[src/rtl/nfcs_pkg.sv]
// shared types, codes and the bus cycle table of the nor flash command sequencer
`default_nettype none

package nfcs_pkg;

    // host byte address width that is decoded (upper bits are ignored)
    localparam int ADDR_BITS = 24;

    localparam int BYTE_ADDR_W = 24;
    localparam int OFF_W       = 23;
    localparam int DATA_W      = 16;
    localparam int ACTION_W    = 3;
    localparam int KIND_W      = 3;
    localparam int STEP_W      = 3;

    localparam logic [BYTE_ADDR_W-1:0] ADDR_MASK = (ADDR_BITS >= BYTE_ADDR_W) ?
        {BYTE_ADDR_W{1'b1}} : BYTE_ADDR_W'((33'd1 << ADDR_BITS) - 33'd1);

    // request codes
    localparam logic [ACTION_W-1:0] ACT_PROGRAM  = 3'd0;
    localparam logic [ACTION_W-1:0] ACT_ERASE    = 3'd1;
    localparam logic [ACTION_W-1:0] ACT_ID       = 3'd2;
    localparam logic [ACTION_W-1:0] ACT_CFI      = 3'd3;
    localparam logic [ACTION_W-1:0] ACT_RESET    = 3'd4;
    localparam logic [ACTION_W-1:0] ACT_READ     = 3'd5;
    localparam logic [ACTION_W-1:0] ACT_READ_RET = 3'd6;

    // result kinds
    localparam logic [KIND_W-1:0] KIND_WRITE  = 3'd0;
    localparam logic [KIND_W-1:0] KIND_READ   = 3'd1;
    localparam logic [KIND_W-1:0] KIND_DONE   = 3'd2;
    localparam logic [KIND_W-1:0] KIND_RDATA  = 3'd3;
    localparam logic [KIND_W-1:0] KIND_REJECT = 3'd4;

    // poll phases
    localparam logic [1:0] PHASE_IDLE  = 2'd0;
    localparam logic [1:0] PHASE_FIRST = 2'd1;
    localparam logic [1:0] PHASE_LATER = 2'd2;

    // flash command words and addresses
    localparam logic [OFF_W-1:0]  UNLOCK1_ADDR = 23'h555;
    localparam logic [OFF_W-1:0]  UNLOCK2_ADDR = 23'h2AA;
    localparam logic [OFF_W-1:0]  CFI_ADDR     = 23'h55;
    localparam logic [DATA_W-1:0] UNLOCK1_DATA = 16'hAA;
    localparam logic [DATA_W-1:0] UNLOCK2_DATA = 16'h55;
    localparam logic [DATA_W-1:0] CMD_PROGRAM  = 16'hA0;
    localparam logic [DATA_W-1:0] CMD_ERASE    = 16'h80;
    localparam logic [DATA_W-1:0] CMD_SECTOR   = 16'h30;
    localparam logic [DATA_W-1:0] CMD_ID       = 16'h90;
    localparam logic [DATA_W-1:0] CMD_CFI      = 16'h98;
    localparam logic [DATA_W-1:0] CMD_RESET    = 16'hF0;
    localparam int TOGGLE_BIT = 6;

    // sequences the emitter walks through
    typedef logic [3:0] seq_t;
    localparam seq_t SEQ_PROGRAM  = 4'd0;
    localparam seq_t SEQ_ERASE    = 4'd1;
    localparam seq_t SEQ_ID       = 4'd2;
    localparam seq_t SEQ_CFI      = 4'd3;
    localparam seq_t SEQ_RESET    = 4'd4;
    localparam seq_t SEQ_READ     = 4'd5;
    localparam seq_t SEQ_RDATA    = 4'd6;
    localparam seq_t SEQ_REJECT   = 4'd7;
    localparam seq_t SEQ_DONE     = 4'd8;
    localparam seq_t SEQ_POLLREAD = 4'd9;

    typedef struct packed {
        logic              valid;
        seq_t              seq;
        logic [OFF_W-1:0]  off;
        logic [DATA_W-1:0] dat;
    } job_t;

    typedef struct packed {
        logic [KIND_W-1:0] kind;
        logic [OFF_W-1:0]  word_offset;
        logic [DATA_W-1:0] bus_data;
        logic              last;
    } result_t;

    function automatic result_t mk(input logic [KIND_W-1:0] kind,
                                   input logic [OFF_W-1:0] off,
                                   input logic [DATA_W-1:0] dat,
                                   input logic last);
        result_t r;
        r.kind        = kind;
        r.word_offset = off;
        r.bus_data    = dat;
        r.last        = last;
        return r;
    endfunction

    // unlock pair at steps 0 and 1, and in an erase again at steps 3 and 4
    function automatic result_t unlock_step(input logic second);
        result_t r;
        if (second) begin
            r = mk(KIND_WRITE, UNLOCK2_ADDR, UNLOCK2_DATA, 1'b0);
        end else begin
            r = mk(KIND_WRITE, UNLOCK1_ADDR, UNLOCK1_DATA, 1'b0);
        end
        return r;
    endfunction

    // one bus cycle or report of a sequence
    function automatic result_t step_result(input seq_t seq,
                                            input logic [STEP_W-1:0] idx,
                                            input logic [OFF_W-1:0] off,
                                            input logic [DATA_W-1:0] dat);
        result_t r;
        r = mk(KIND_REJECT, '0, '0, 1'b1);
        unique case (seq)
            SEQ_PROGRAM: begin
                unique case (idx)
                    3'd0, 3'd1: r = unlock_step(idx[0]);
                    3'd2:       r = mk(KIND_WRITE, UNLOCK1_ADDR, CMD_PROGRAM, 1'b0);
                    3'd3:       r = mk(KIND_WRITE, off, dat, 1'b0);
                    3'd4:       r = mk(KIND_READ, off, '0, 1'b0);
                    default:    r = mk(KIND_READ, off, '0, 1'b1);
                endcase
            end
            SEQ_ERASE: begin
                unique case (idx)
                    3'd0, 3'd1: r = unlock_step(idx[0]);
                    3'd2:       r = mk(KIND_WRITE, UNLOCK1_ADDR, CMD_ERASE, 1'b0);
                    3'd3, 3'd4: r = unlock_step(~idx[0]);
                    3'd5:       r = mk(KIND_WRITE, off, CMD_SECTOR, 1'b0);
                    3'd6:       r = mk(KIND_READ, off, '0, 1'b0);
                    default:    r = mk(KIND_READ, off, '0, 1'b1);
                endcase
            end
            SEQ_ID: begin
                unique case (idx)
                    3'd0, 3'd1: r = unlock_step(idx[0]);
                    default:    r = mk(KIND_WRITE, UNLOCK1_ADDR, CMD_ID, 1'b1);
                endcase
            end
            SEQ_CFI:      r = mk(KIND_WRITE, CFI_ADDR, CMD_CFI, 1'b1);
            SEQ_RESET:    r = mk(KIND_WRITE, '0, CMD_RESET, 1'b1);
            SEQ_READ:     r = mk(KIND_READ, off, '0, 1'b1);
            SEQ_RDATA:    r = mk(KIND_RDATA, '0, dat, 1'b1);
            SEQ_DONE:     r = mk(KIND_DONE, off, dat, 1'b1);
            SEQ_POLLREAD: r = mk(KIND_READ, off, '0, 1'b1);
            default:      r = mk(KIND_REJECT, '0, '0, 1'b1);
        endcase
        return r;
    endfunction

endpackage

`default_nettype wire

[src/rtl/nfcs_ctrl.sv]
// request decode and toggle poll state of the nor flash command sequencer
`default_nettype none

module nfcs_ctrl (
    input  wire logic                              aclk,
    input  wire logic                              aresetn,
    input  wire logic                              accept,
    input  wire logic [nfcs_pkg::ACTION_W-1:0]     action,
    input  wire logic [nfcs_pkg::BYTE_ADDR_W-1:0]  byte_address,
    input  wire logic [nfcs_pkg::DATA_W-1:0]       write_data,
    input  wire logic [nfcs_pkg::DATA_W-1:0]       read_data,
    output nfcs_pkg::job_t                         job
);

    logic [1:0]                   phase_reg, phase_next;
    logic                         prev_bit_reg, prev_bit_next;
    logic [nfcs_pkg::OFF_W-1:0]   poll_off_reg, poll_off_next;
    logic [nfcs_pkg::BYTE_ADDR_W-1:0] masked;
    logic [nfcs_pkg::OFF_W-1:0]   off;
    logic                         bit6;

    assign masked = byte_address & nfcs_pkg::ADDR_MASK;
    assign off    = masked[nfcs_pkg::BYTE_ADDR_W-1:1];
    assign bit6   = read_data[nfcs_pkg::TOGGLE_BIT];

    always_comb begin
        phase_next    = phase_reg;
        prev_bit_next = prev_bit_reg;
        poll_off_next = poll_off_reg;
        job.valid     = 1'b1;
        job.seq       = nfcs_pkg::SEQ_REJECT;
        job.off       = off;
        job.dat       = write_data;
        if (phase_reg != nfcs_pkg::PHASE_IDLE) begin
            if (action != nfcs_pkg::ACT_READ_RET) begin
                job.seq = nfcs_pkg::SEQ_REJECT;
            end else if (phase_reg == nfcs_pkg::PHASE_FIRST) begin
                // first status word only seeds the compare
                job.valid     = 1'b0;
                prev_bit_next = bit6;
                phase_next    = nfcs_pkg::PHASE_LATER;
            end else if (bit6 == prev_bit_reg) begin
                job.seq    = nfcs_pkg::SEQ_DONE;
                job.off    = poll_off_reg;
                job.dat    = read_data;
                phase_next = nfcs_pkg::PHASE_IDLE;
            end else begin
                job.seq       = nfcs_pkg::SEQ_POLLREAD;
                job.off       = poll_off_reg;
                prev_bit_next = bit6;
            end
        end else begin
            unique case (action)
                nfcs_pkg::ACT_PROGRAM: begin
                    job.seq       = nfcs_pkg::SEQ_PROGRAM;
                    poll_off_next = off;
                    phase_next    = nfcs_pkg::PHASE_FIRST;
                end
                nfcs_pkg::ACT_ERASE: begin
                    job.seq       = nfcs_pkg::SEQ_ERASE;
                    poll_off_next = off;
                    phase_next    = nfcs_pkg::PHASE_FIRST;
                end
                nfcs_pkg::ACT_ID:    job.seq = nfcs_pkg::SEQ_ID;
                nfcs_pkg::ACT_CFI:   job.seq = nfcs_pkg::SEQ_CFI;
                nfcs_pkg::ACT_RESET: job.seq = nfcs_pkg::SEQ_RESET;
                nfcs_pkg::ACT_READ:  job.seq = nfcs_pkg::SEQ_READ;
                nfcs_pkg::ACT_READ_RET: begin
                    job.seq = nfcs_pkg::SEQ_RDATA;
                    job.dat = read_data;
                end
                default: job.seq = nfcs_pkg::SEQ_REJECT;
            endcase
        end
    end

    always_ff @(posedge aclk) begin
        if (!aresetn) begin
            phase_reg    <= nfcs_pkg::PHASE_IDLE;
            prev_bit_reg <= 1'b0;
            poll_off_reg <= '0;
        end else if (accept) begin
            phase_reg    <= phase_next;
            prev_bit_reg <= prev_bit_next;
            poll_off_reg <= poll_off_next;
        end
    end

endmodule

`default_nettype wire

[src/rtl/nfcs_emit.sv]
// job register, step counter and output register of the nor flash command sequencer
`default_nettype none

module nfcs_emit (
    input  wire logic            aclk,
    input  wire logic            aresetn,
    input  wire logic            accept,
    input  wire nfcs_pkg::job_t  job_in,
    output logic                 ready,
    output logic                 out_valid,
    input  wire logic            out_ready,
    output nfcs_pkg::result_t    out_result
);

    nfcs_pkg::job_t               job_reg;
    logic [nfcs_pkg::STEP_W-1:0]  step_reg;
    logic                         out_valid_reg;
    nfcs_pkg::result_t            out_reg;
    nfcs_pkg::result_t            cur;
    logic                         emit;
    logic                         finish;

    assign cur    = nfcs_pkg::step_result(job_reg.seq, step_reg, job_reg.off, job_reg.dat);
    assign emit   = job_reg.valid && (!out_valid_reg || out_ready);
    assign finish = emit && cur.last;
    // a new job may enter while the last beat of the current one moves out
    assign ready  = !job_reg.valid || finish;

    always_ff @(posedge aclk) begin
        if (!aresetn) begin
            job_reg       <= '0;
            step_reg      <= '0;
            out_valid_reg <= 1'b0;
            out_reg       <= '0;
        end else begin
            if (accept) begin
                job_reg  <= job_in;
                step_reg <= '0;
            end else if (finish) begin
                job_reg.valid <= 1'b0;
                step_reg      <= '0;
            end else if (emit) begin
                step_reg <= step_reg + 1'b1;
            end
            if (emit) begin
                out_valid_reg <= 1'b1;
                out_reg       <= cur;
            end else if (out_ready) begin
                out_valid_reg <= 1'b0;
            end
        end
    end

    assign out_valid  = out_valid_reg;
    assign out_result = out_reg;

endmodule

`default_nettype wire

[src/rtl/nor_flash_command_sequencer_top.sv]
// top level of the nor flash command sequencer
`default_nettype none

// Host-side sequencer for a 16-bit NOR flash with the AMD/JEDEC command set.
// Each request beat (program, sector erase, id enter, cfi enter, reset, read,
// or a read return from the flash) is turned into the result beats the flash
// bus needs: unlock and command writes, bus reads, a done report, read data
// passed back, or a reject. The word offset is the byte address, masked to
// ADDR_BITS, shifted right by one. After a program or erase two status reads
// go out and the block polls: each returned status word is compared on bit 6
// with the previous one; while it toggles another read is issued, and once
// two agree a done beat carries the final status word. While polling, any
// request other than a read return is rejected, and status words are not
// passed back as read data. The first status return gives no result beat.
// Rate: a request is decoded into a job register in the cycle it is taken,
// and the job's results leave through an output register one beat a cycle
// while m_tready does not hold the output back; a program gives 6 beats,
// an erase 8, id enter 3 and all others 1, and a status return may give none.
// The next request is taken in the cycle the last beat of the current job
// moves into the output register; a request passes the job register and then
// the output register before its first result shows on the result channel.
// m_tlast marks the last beat caused by a request.
module nor_flash_command_sequencer_top (
    input  wire logic        aclk,
    input  wire logic        aresetn,
    // request channel
    input  wire logic        s_tvalid,
    output logic             s_tready,
    input  wire logic [55:0] s_tdata,   // byte_address[23:0], write_data[39:24], read_data[55:40]
    input  wire logic [2:0]  s_tuser,   // action[2:0]
    // result channel
    output logic             m_tvalid,
    input  wire logic        m_tready,
    output logic [39:0]      m_tdata,   // word_offset[22:0], bus_data[38:23], zero pad[39]
    output logic [2:0]       m_tuser,   // kind[2:0]
    output logic             m_tlast    // last beat caused by this request
);

    logic              accept;
    nfcs_pkg::job_t    job;
    nfcs_pkg::result_t res;

    assign accept = s_tvalid && s_tready;

    // decode and poll state, updated on every accepted request
    nfcs_ctrl u_ctrl (
        .aclk         (aclk),
        .aresetn      (aresetn),
        .accept       (accept),
        .action       (s_tuser),
        .byte_address (s_tdata[23:0]),
        .write_data   (s_tdata[39:24]),
        .read_data    (s_tdata[55:40]),
        .job          (job)
    );

    // walks the job's bus cycles out through the output register
    nfcs_emit u_emit (
        .aclk       (aclk),
        .aresetn    (aresetn),
        .accept     (accept),
        .job_in     (job),
        .ready      (s_tready),
        .out_valid  (m_tvalid),
        .out_ready  (m_tready),
        .out_result (res)
    );

    assign m_tdata = {1'b0, res.bus_data, res.word_offset};
    assign m_tuser = res.kind;
    assign m_tlast = res.last;

endmodule

`default_nettype wire

[config.mk]
export PLATFORM = sky130hd
export DESIGN_NAME = nor_flash_command_sequencer_top
export DESIGN_NICKNAME = d
export VERILOG_FILES = /design/src/rtl/nfcs_pkg.sv /design/src/rtl/nfcs_ctrl.sv /design/src/rtl/nfcs_emit.sv /design/src/rtl/nor_flash_command_sequencer_top.sv
export SDC_FILE = /design/constraint.sdc
export NUM_CORES = 1
export LEC_CHECK = 0
export BUFFER_PORTS_ARGS = -buffer_cell sky130_fd_sc_hd__buf_2
export CAP_MARGIN = 20
export CORE_MARGIN = 4
export CORE_UTILIZATION = 60
export CTS_BUF_LIST = sky130_fd_sc_hd__clkbuf_2 sky130_fd_sc_hd__clkbuf_4 sky130_fd_sc_hd__clkbuf_8
export DETAILED_ROUTE_END_ITERATION = 7
export GPL_ROUTABILITY_DRIVEN = 0
export PLACE_DENSITY = 0.86
export SYNTH_ARGS = -nofsm -noshare
export SYNTH_HDL_FRONTEND = slang
export SYNTH_SLANG_ARGS = --single-unit
[constraint.sdc]
create_clock -name aclk -period 4.15 [get_ports aclk]
set_clock_uncertainty 0.05 [all_clocks]
set_input_delay 0.6225 -clock aclk [delete_from_list [all_inputs] [get_ports aclk]]
set_output_delay 0.6225 -clock aclk [all_outputs]
set_load 0.1 [all_outputs]
==> out/metrics.yaml, run 1 <==
clocking:
  htreeDepth: 4
  clkLatencyLatePin_ns: 0.43
  clockBufferDepth: 2
  cts_hold_buf: 0
  numCtsBuffers: 17
  post_cts_resized: 0
  cts-root-buf: "clkbuf_8"
  post_cts_buffers: 0
  cts.clk_slew.worst_paths_ns: 0.08
  numClockSinks: 117
  cts_tree: "built"
min_path:
  hp-class: "input port to register"
  holdPathEnd: "u_ctrl.poll_off_reg[1]"
  min_path_cells: 3
  hp-start: "s_tdata[2]"
setup_path:
  rr_worst_depth: 8
  start_kind: "register"
  r2r-end: "u_emit.job_reg[31]"
  rr_startpoint: "u_emit.step_reg[0]"
  worst_ep_arrival_time_ns: 2.77
  crit_path_max_fanout: 8
  slowest_stage: "dfxtp_1"
  end_kind: "output pin"
  criticalPathCategory: "register to output pin"
  slowest_delay_ns: 0.49
  path_cells: "inv_1 -> ha_1 -> nor4b_4 -> o211a_1 -> o21ai_0 -> nand2_1 -> buf_2"
  cp.required_ns: 3.48
  reg2reg_slack_ns: 1.49
floorplanning:
  start_util_pct: 61.9
  die_w_um: 103
  design.portCount: 109
  rows: 34
  core_um2: 8760
  die_h_um: 103
  die-area_um2: 10600
final_layout:
  n_antenna_cell: 0
  final_common_cell: "dfxtp_1"
  nets: 781
  final_util_pct: 72.5
  layout_common_cells: "dfxtp_1 (117), buf_2 (106), nand2_1 (66)"
  area_delta_synth_final_pct: 17.2
  largest_reg_flops: 44
  drive_gt1_share_pct: 23.8
logic_synthesis:
  ys_ff_latch: 117
  avgSynthCellArea_um2: 8.47
  synth-async-reset-ratio_pct: 0
  ys_warn_count: 0
  synth_ff_type: "dfxtp_1"
  postSynthCellCount: 640
  synth_edf_count: 0
  yosysSeqAreaShare_pct: 43.2
  synth_area_um2: 5420
  mappedNetlistNets: 708
  ys_types: 62
route:
  dr.pass1.iters: 5
  wl_met1_mm: 5.91
  vias_per_cell: 6.21
  dr_total_vias: 5176
  drc: 0
  wl_met2_mm: 6.85
  wirelength_mm: 14.1
  wl_met3_mm: 1.14
  wl_per_cell_um: 16.9
  drt_iter0_markers: 262
  antenna_left: 0
  highest-signal-layer: "met4"
power:
  ir_worst_vdd_mv: 0.283
  leakagePower_nw: 2.60
  power.density_nw_per_um2: 463
sta:
  fin_tns_setup_ns: 0
  final_hold_viol_count: 0
  tightestPinTransition_ns: 1.09
  rsz0062_at_grt: "no"
  drv_slew: 0
  min_period_ns: 3.45
  fin_crit_sh_pct: 83.0
  fmax_ghz: 0.290
  finalSetupViolCount: 0
  slew-limit-headroom_pct: 27.2
grt:
  antenna_found_initial: 0
  grt_pass1_wl_mm: 22.4
  grt_start_max_net_pins: 108
  grt_pass1_vias: 4646
  overflow: 0
  track_usage_pct: 26.7
placement:
  port_buffers: 106
  dp_hpwl_mm: 9.08
outcome:
  status: "finished, final reports clean"
flow_run:
  maxCapViolCount: 0
-- worst max-delay path by stage --
| stage | depth (start not counted) | slack (ns) | to | start |
|---|---|---|---|---|
| after floorplan | 5 | 1.17 | s_tready | u_emit.out_valid |
| after global placement | 7 | 1.30 | s_tready | u_emit.step_reg[0] |
| after detailed placement | 7 | 1.19 | s_tready | u_emit.step_reg[0] |
| after CTS | 7 | 0.71 | s_tready | u_emit.step_reg[0] |
| after global routing | 7 | 0.59 | s_tready | u_emit.step_reg[0] |
| final | 7 | 0.70 | s_tready | u_emit.step_reg[0] |
-- power breakdown --
group	leakage [nW]	total, W	internal, W	switching (W)
sequential	0.956	0.00124	0.00119	0.0000526
combinational	1.41	0.000491	0.000139	0.000352
clock	0.231	0.00121	0.000692	0.000514
-- through the flow --
| stage | setup WS [ns] | cell area (um2) | std cells | hold slack (ns) | power [W] |
|---|---|---|---|---|---|
| after floorplan | 1.17 | 5420 | 640 | 0.387 | 0.00164 |
| after global routing | 0.586 | 6350 | 834 | 0.366 | 0.00306 |
| after global placement | 1.30 | 5880 | 801 | 0.386 | 0.00174 |
| final | 0.705 | 6350 | 834 | 0.394 | 0.00294 |
| after detailed placement | 1.19 | 5880 | 801 | 0.396 | 0.00175 |
| after CTS | 0.706 | 6340 | 833 | 0.365 | 0.00295 |
-- kinds of logic after synthesis --
logic type	share of synthesized area [%]
AOI/OAI and AO/OA	26.0
xor gates and xnor gates	0.323
muxes	3.14
DFF	43.2
buffers and inverters	5.77
other	0.0692
and+or+nand+nor	20.3
adders and majority gates	1.15
-- critical path, delay by kind of cell, from the launching register on --
kind	cells	cell delay (ns)
fa+ha+maj	1	0.32
buf+inv	2	0.56
flops	1	0.49
simple gates	2	0.51
compound gates	2	0.45
-- metal layers --
layer	up-vias	global-route usage, %
li1	2493	-
met5	-	0
met2	204	44.5
met3	21	6.77
met4	0	8.96
met1	2458	33.6
-- cell usage after synthesis, types with 6 or more instances --
| cell type | count | area (um2) |
|---|---|---|
| buf_4 | 8 | 60.1 |
| inv_1 | 6 | 22.5 |
| nand3_1 | 53 | 265 |
| nor2_1 | 65 | 244 |
| a32oi_1 | 10 | 87.6 |
| clkbuf_1 | 36 | 135 |
| nor3_1 | 6 | 30.0 |
| a311oi_2 | 10 | 150 |
| nand2_1 | 66 | 248 |
| nand2b_1 | 6 | 37.5 |
| a311oi_1 | 17 | 149 |
| a211oi_1 | 18 | 135 |
| mux2i_1 | 17 | 170 |
| o21ai_1 | 10 | 50.1 |
| a21oi_1 | 60 | 300 |
| dfxtp_1 | 117 | 2340 |
| a221o_1 | 11 | 110 |
| buf_2 | 12 | 60.1 |
| o21ai_0 | 37 | 185 |
-- final cells by class --
class	instances	area (um2)
Clock buffer	18	248
Clock inverter	14	214
Sequential cell	117	2340
Fill cell	675	2410
Multi-Input combinational cell	456	2780
Timing Repair Buffer	114	611
Inverter	7	26.3
Tap cell	108	135
Note: power is estimated with default switching activity, not from simulation.
==> run 2: changes to the inputs <==
--- a/config.mk
+++ b/config.mk
@@ -8,11 +8,11 @@
 export BUFFER_PORTS_ARGS = -buffer_cell sky130_fd_sc_hd__buf_2
 export CAP_MARGIN = 20
 export CORE_MARGIN = 4
-export CORE_UTILIZATION = 60
+export CORE_UTILIZATION = 51
 export CTS_BUF_LIST = sky130_fd_sc_hd__clkbuf_2 sky130_fd_sc_hd__clkbuf_4 sky130_fd_sc_hd__clkbuf_8
 export DETAILED_ROUTE_END_ITERATION = 7
 export GPL_ROUTABILITY_DRIVEN = 0
-export PLACE_DENSITY = 0.86
+export PLACE_DENSITY = 0.78
 export SYNTH_ARGS = -nofsm -noshare
 export SYNTH_HDL_FRONTEND = slang
 export SYNTH_SLANG_ARGS = --single-unit
==> constraint.sdc (replaced) <==
create_clock -name aclk -period 3.1 [get_ports aclk]
set_clock_uncertainty 0.05 [all_clocks]
set_input_delay 0.465 -clock aclk [delete_from_list [all_inputs] [get_ports aclk]]
set_output_delay 0.465 -clock aclk [all_outputs]
set_load 0.1 [all_outputs]
==> run 2 against run 1 <==
Final cell count is 3.8% higher. Worst setup slack got worse by 0.54 ns. Routed wire length up 3.2%. Sequential share of layout area down 0.11 points. Register-to-register slack got worse by 1.1 ns. Critical path depth unchanged. Combinational power rose by 37%. Clock power rose by 13%. Critical path type unchanged. Highest routed layer unchanged.
==> out/metrics.yaml, run 2 (synthesis gave the netlist of run 1 again) <==
final_layout:
  area_delta_synth_final_pct: 17.7
  nets: 786  # +0.64%
  stdcell_count: 866  # +3.8%
  drive_gt1_share_pct: 24.7  # +0.83 points
  final_area_um2: 6380  # +0.39%
  largest_reg_flops: 44  # unchanged
  n_antenna_cell: 0  # unchanged
  final_common_cell: "dfxtp_1"
  layout_common_cells: "dfxtp_1 (115), buf_2 (105), nand2_1 (66)"
  final_util_pct: 61.8  # -11 points
placement:
  port_buffers: 106  # unchanged
  placed_cell_area_um2: 5990  # +1.9%
  dp_hpwl_mm: 9.83  # +8.2%
  dpl.cell_count: 835  # +4.2%
min_path:
  hp-start: "s_tdata[10]"
  hp-class: "input port to register"
clocking:
  cts_tree: "built"
  clkLatencyLatePin_ns: 0.43  # about the same
  htreeDepth: 4  # unchanged
  numClockSinks: 117  # unchanged
  cts.clk_slew.worst_paths_ns: 0.07  # about the same
  cts-root-buf: "clkbuf_8"
  numCtsBuffers: 17  # unchanged
  clockBufferDepth: 2  # unchanged
grt:
  grt_pass1_wl_mm: 24.2  # +8.4%
  track_usage_pct: 23.7  # -2.9 points
  grt_start_max_net_pins: 98  # -9.3%
  antenna_found_initial: 0  # unchanged
  grt_pass1_vias: 5075  # +9.2%
  overflow: 0  # unchanged
floorplanning:
  die-area_um2: 12300  # +16%
  die_h_um: 111  # +7.8%
  die_w_um: 111  # +7.8%
  rows: 37  # +8.8%
  start_util_pct: 52.5  # -9.3 points
  design.portCount: 109  # unchanged
  core_um2: 10300  # +18%
power:
  p_int_w: 0.00257  # +27%
  power.density_nw_per_um2: 581  # +26%
  leakagePower_nw: 2.60  # about the same
  power.share.clock_pct: 36.9  # -4.1 points
  p_sw_share_pct: 30.8  # -0.49 points
  switchingPower_w: 0.00114  # +24%
  ir_worst_vdd_mv: 0.275  # -2.9%
  pwr-share-seq_pct: 44.9  # +2.7 points
  comb_power_share_pct: 18.2  # +1.5 points
setup_path:
  worst_ep_arrival_time_ns: 2.42  # -0.35 ns
  slowest_delay_ns: 0.41  # -0.08 ns
  end_kind: "output pin"
  slowest_stage: "dfxtp_2"
  path_buf_inv: 2  # unchanged
  rr_startpoint: "u_emit.step_reg[0]"
  start_kind: "register"
  crit_path_max_fanout: 8  # unchanged
  critPathTopFamily: "simple AND/OR/NAND/NOR gates"
  criticalPathCategory: "register to output pin"
  cp.required_ns: 2.58  # -0.90 ns
  startpoint: "u_emit.step_reg[0]"
  path_cells: "inv_1 -> ha_1 -> nor4b_4 -> o211a_1 -> o21ai_1 -> nand2_1 -> buf_12"
route:
  dr_total_vias: 5128  # -0.93%
  drt_iter0_markers: 300  # +15%
  drc: 0  # unchanged
  dr.pass1.iters: 5  # unchanged
  vias_per_cell: 5.92  # -4.6%
  wl_per_cell_um: 16.8  # -0.64%
  antenna_left: 0  # unchanged
  wirelength_mm: 14.5  # +3.2%
sta:
  fin_tns_setup_ns: 0  # unchanged
  finalSetupViolCount: 0  # unchanged
  final_hold_viol_count: 0  # unchanged
  slew-limit-headroom_pct: 29.5  # +2.3 points
  timing.hold.ws_ns: 0.245  # -0.149 ns
  tightestPinTransition_ns: 1.06  # -0.0306 ns
  fin_crit_sh_pct: 94.5
  min_period_ns: 2.93
  rsz0062_at_grt: "no"
  drv_slew: 0  # unchanged
  fmax_ghz: 0.341
flow_run:
  maxCapViolCount: 0  # unchanged
outcome:
  status: "finished, final reports clean"
[run 2: area by class of cell]
type	instances	area, um2
repair buffers	119	668
clock inverters	9	104
multi-input cells	456	2780
fillers	850	3940
inverters	7	26.3
well taps	136	170
flip-flops and latches	117	2340
clock buffers	22	284
[run 2: power by group through the flow]
stage          Combinational [W]  Clock [W]  Sequential (W)
2_1_floorplan           0.000354          0         0.00184
3_3_place_gp            0.000653          0         0.00169
3_5_place_dp            0.000670          0         0.00169
4_1_cts                 0.000674    0.00139         0.00166
5_1_grt                 0.000731    0.00145         0.00167
6_report                0.000673    0.00137         0.00166
[run 2: per-layer routing]
layer	GRT usage, %	vias to the layer above	wire length (um)
met5	0	-	0
li1	-	2495	-
met3	5.62	15	930
met1	28.8	2437	6280
met2	41.1	181	7160
met4	8.35	0	173
[run 2: worst paths after layout]
kind / to / slack, ns / cells past startpoint
max: s_tready / 0.17 / 7
min: u_ctrl.poll_off_reg[9] / 0.25 / 3
max reg2reg: u_ctrl.poll_off_reg[12] / 0.41 / 8
min reg2reg: u_emit.out_result[37] / 0.40 / 2
[run 2: stage by stage]
stage               setup slack (ns)  total power [W]
finish                         0.169          0.00371
global route                  0.0166          0.00385
CTS                          0.00631          0.00372
detailed placement             0.380          0.00236
global placement               0.462          0.00234
floorplan                      0.281          0.00220
[run 2: worst min-delay path: cells and delay by family]
| family | cells | cell delay, ns |
|---|---|---|
| AO/OA/AOI/OAI | 1 | 0.05 |
| buffers and inverters | 1 | 0.10 |
| AND/OR/NAND/NOR | 1 | 0.06 |
[run 2: timing repair]
item	CTS	global route
gates cloned	0	0
hold buffers	0	0
setup endpoints to repair	1	1
setup buffers	0	0
gates resized for setup	1	2
==> run 3: changes to the inputs <==
--- a/config.mk
+++ b/config.mk
@@ -5,10 +5,11 @@
 export SDC_FILE = /design/constraint.sdc
 export NUM_CORES = 1
 export LEC_CHECK = 0
+export ABC_AREA = 1
 export BUFFER_PORTS_ARGS = -buffer_cell sky130_fd_sc_hd__buf_2
 export CAP_MARGIN = 20
 export CORE_MARGIN = 4
-export CORE_UTILIZATION = 51
+export CORE_UTILIZATION = 52
 export CTS_BUF_LIST = sky130_fd_sc_hd__clkbuf_2 sky130_fd_sc_hd__clkbuf_4 sky130_fd_sc_hd__clkbuf_8
 export DETAILED_ROUTE_END_ITERATION = 7
 export GPL_ROUTABILITY_DRIVEN = 0
==> run 3 against run 2 <==
First-iteration DRC count increased by 46%. Sequential power about the same. Non-clock buffer count unchanged. Final area increased by 8.3%. Worst hold slack got worse by 0.037 ns. Clock-buffer cell count decreased by 5. Final cell count increased by 34%. Worst setup slack improved by 0.048 ns. Highest routed layer is now met5.
==> out/metrics.yaml, run 3 <==
logic_synthesis:
  synth_ff_type: "dfxtp_1"
  mappedNetlistNets: 986  # +39%
  postSynthCellCount: 918  # +43%
  synth_top_cell_by_area: "dfxtp_1"
  synth.most_common_cell: "nand2_1"
  yosys-top-cells-area: "dfxtp_1 (40%), nand2_1 (16%), nor2_1 (10%)"
  ys_ff_latch: 117  # unchanged
  synth_area_um2: 5880  # +8.4%
  ys_types: 35  # -44%
  synth_top_area_share_pct: 39.9  # -3.3 points
  synth-async-reset-ratio_pct: 0  # unchanged
  synthTopCellsByCount: "nand2_1 (257), nor2_1 (162), dfxtp_1 (117), nand3_1 (74), inv_1 (70)"
  avgSynthCellArea_um2: 6.40  # -24%
  ys_warn_count: 0  # unchanged
  yosysSeqAreaShare_pct: 39.9  # -3.3 points
  synth_edf_count: 0  # unchanged
setup_path:
  path_buf_inv: 2  # unchanged
  path_cells: "inv_1 -> ha_2 -> nand2_1 -> nand2_2 -> nor2_8 -> nand2_1 -> nand3_2 -> nand2_2 -> nand2_4 -> buf_12"
  crit_path_max_fanout: 8  # unchanged
  slowest_delay_ns: 0.43  # +0.02 ns
  end_kind: "output pin"
  start_kind: "register"
  worst_ep_arrival_time_ns: 2.37  # -0.05 ns
  critPathTopFamily: "simple AND/OR/NAND/NOR gates"
  criticalPathCategory: "register to output pin"
  cp.required_ns: 2.58  # about the same
  slowest_stage: "dfxtp_1"
route:
  wirelength_mm: 14.5  # -0.21%
  dr.pass1.iters: 5  # unchanged
  drc: 0  # unchanged
  dr_total_vias: 5925  # +16%
  antenna_left: 0  # unchanged
  vias_per_cell: 5.10  # -14%
  wl_per_cell_um: 12.5  # -26%
  drt_iter0_markers: 439  # +46%
sta:
  rsz0062_at_grt: "no"
  fin_crit_sh_pct: 93.0  # -1.5 points
  fmax_ghz: 0.347  # +1.7%
  final_hold_viol_count: 0  # unchanged
  drv_slew: 0  # unchanged
  slew-limit-headroom_pct: 65.8  # +36 points
  tightestPinTransition_ns: 0.513  # -0.544 ns
  min_period_ns: 2.88  # -0.0478 ns
  fin_tns_setup_ns: 0  # unchanged
  finalSetupViolCount: 0  # unchanged
flow_run:
  maxCapViolCount: 0  # unchanged
grt:
  overflow: 0  # unchanged
  grt_start_max_net_pins: 55  # -44%
  track_usage_pct: 22.6  # -1.1 points
  grt_pass1_vias: 5203  # +2.5%
  antenna_found_initial: 1  # +1
  grt_pass1_wl_mm: 24.1  # -0.63%
power:
  leakagePower_nw: 3.38  # +30%
  ir_worst_vdd_mv: 0.398  # +45%
  power.share.clock_pct: 37.4  # +0.5 points
  pwr-share-seq_pct: 41.0  # -3.9 points
  switchingPower_w: 0.00139  # +22%
  p_sw_share_pct: 34.3  # +3.6 points
  comb_power_share_pct: 21.6  # +3.4 points
  p_int_w: 0.00266  # +3.6%
  power.density_nw_per_um2: 586  # +0.85%
placement:
  dp_hpwl_mm: 9.87  # +0.48%
  port_buffers: 106  # unchanged
  dpl.cell_count: 1128  # +35%
floorplanning:
  core_um2: 10900  # +5.9%
  start_util_pct: 53.7  # +1.2 points
  rows: 38  # +2.7%
  design.portCount: 109  # unchanged
  die_h_um: 114  # +2.9%
  die-area_um2: 13100  # +5.9%
  die_w_um: 114  # +2.9%
clocking:
  htreeDepth: 4  # unchanged
  cts_tree: "built"
  cts_hold_buf: 0  # unchanged
  numCtsBuffers: 17  # unchanged
  cts-root-buf: "clkbuf_8"
  cts.clk_slew.worst_paths_ns: 0.09  # +0.02 ns
  clkLatencyLatePin_ns: 0.44  # about the same
  numClockSinks: 117  # unchanged
  clockBufferDepth: 2  # unchanged
final_layout:
  drive_gt1_share_pct: 17.1  # -7.5 points
  stdcell_count: 1162  # +34%
  nets: 1077  # +37%
  largest_reg_flops: 44  # unchanged
  layout_common_cells: "nand2_1 (257), nor2_1 (162), dfxtp_1 (117)"
  n_antenna_cell: 0  # unchanged
  area_delta_synth_final_pct: 17.6  # about the same
  final_common_cell: "nand2_1"
outcome:
  status: "finished, final reports clean"
min_path:
  hp-class: "input port to register"
==> run 3: layer usage <==
| metal | wire length, um | GRT usage [%] | vias up |
|---|---|---|---|
| met5 | 12 | 0 | - |
| met4 | 186 | 6.65 | 2 |
| met3 | 974 | 6.98 | 17 |
| met2 | 6760 | 36.5 | 165 |
| met1 | 6580 | 29.1 | 2646 |
| li1 | - | - | 3095 |
==> run 3: power groups by stage <==
stage | combinational [W] | clock, W | sequential, W
3_3_place_gp | 0.000853 | 0 | 0.00169
4_1_cts | 0.000871 | 0.00154 | 0.00166
2_1_floorplan | 0.000486 | 0 | 0.00188
6_report | 0.000875 | 0.00151 | 0.00166
3_5_place_dp | 0.000861 | 0 | 0.00169
5_1_grt | 0.000975 | 0.00160 | 0.00167
==> run 3: through the flow <==
stage                     hold WS (ns)  instance area, um2  utilization (%)  worst slack, ns  power [W]
after floorplan                  0.372                5880                -            0.728    0.00236
after global placement           0.396                6460             59.1            0.333    0.00254
after detailed placement         0.401                6460             59.1            0.314    0.00255
after CTS                        0.190                6910             63.2            0.129    0.00407
after global routing             0.210                6910             63.2           0.0833    0.00424
final                            0.208                6910             63.2            0.217    0.00405
==> run 3: path summary, 6_finish.rpt <==
kind	start	to	slack, ns	depth (start not counted)
setup / recovery	u_emit.step_reg[0]	s_tready	0.22	10
hold / removal	s_tdata[6]	u_ctrl.poll_off_reg[5]	0.21	3
hold reg to reg	u_emit.job_reg[33]	u_emit.out_result[34]	0.41	2
setup reg to reg	u_emit.step_reg[0]	u_emit.out_result[33]	0.40	13
==> run 3: logic make-up after synthesis <==
group	Yosys count	synth area share [%]
other cells	1	0.0638
buf+inv	124	8.75
simple gates	521	37.0
flops	117	39.9
fa+ha+maj	5	1.06
compound gates	150	13.3
==> run 3: area by class of cell <==
| type | count | area [um2] |
|---|---|---|
| inverters | 77 | 289 |
| clock inverters | 15 | 198 |
| multi-input cells | 677 | 3030 |
| fillers | 1058 | 4030 |
| clock buffers | 17 | 234 |
| well taps | 140 | 175 |
| flip-flops and latches | 117 | 2340 |
| repair buffers | 119 | 643 |
==> run 3: worst min-delay path: cells and delay by family <==
kind / cells / cell delay (ns)
and+or+nand+nor: 2 / 0.12
buffers and inverters: 1 / 0.09
==> run 3: timing repair <==
item                       in CTS  in global routing
buffers inserted                2                  0
gates resized for setup         0                  1
pin swaps                       1                  0
setup endpoints to repair       1                  1
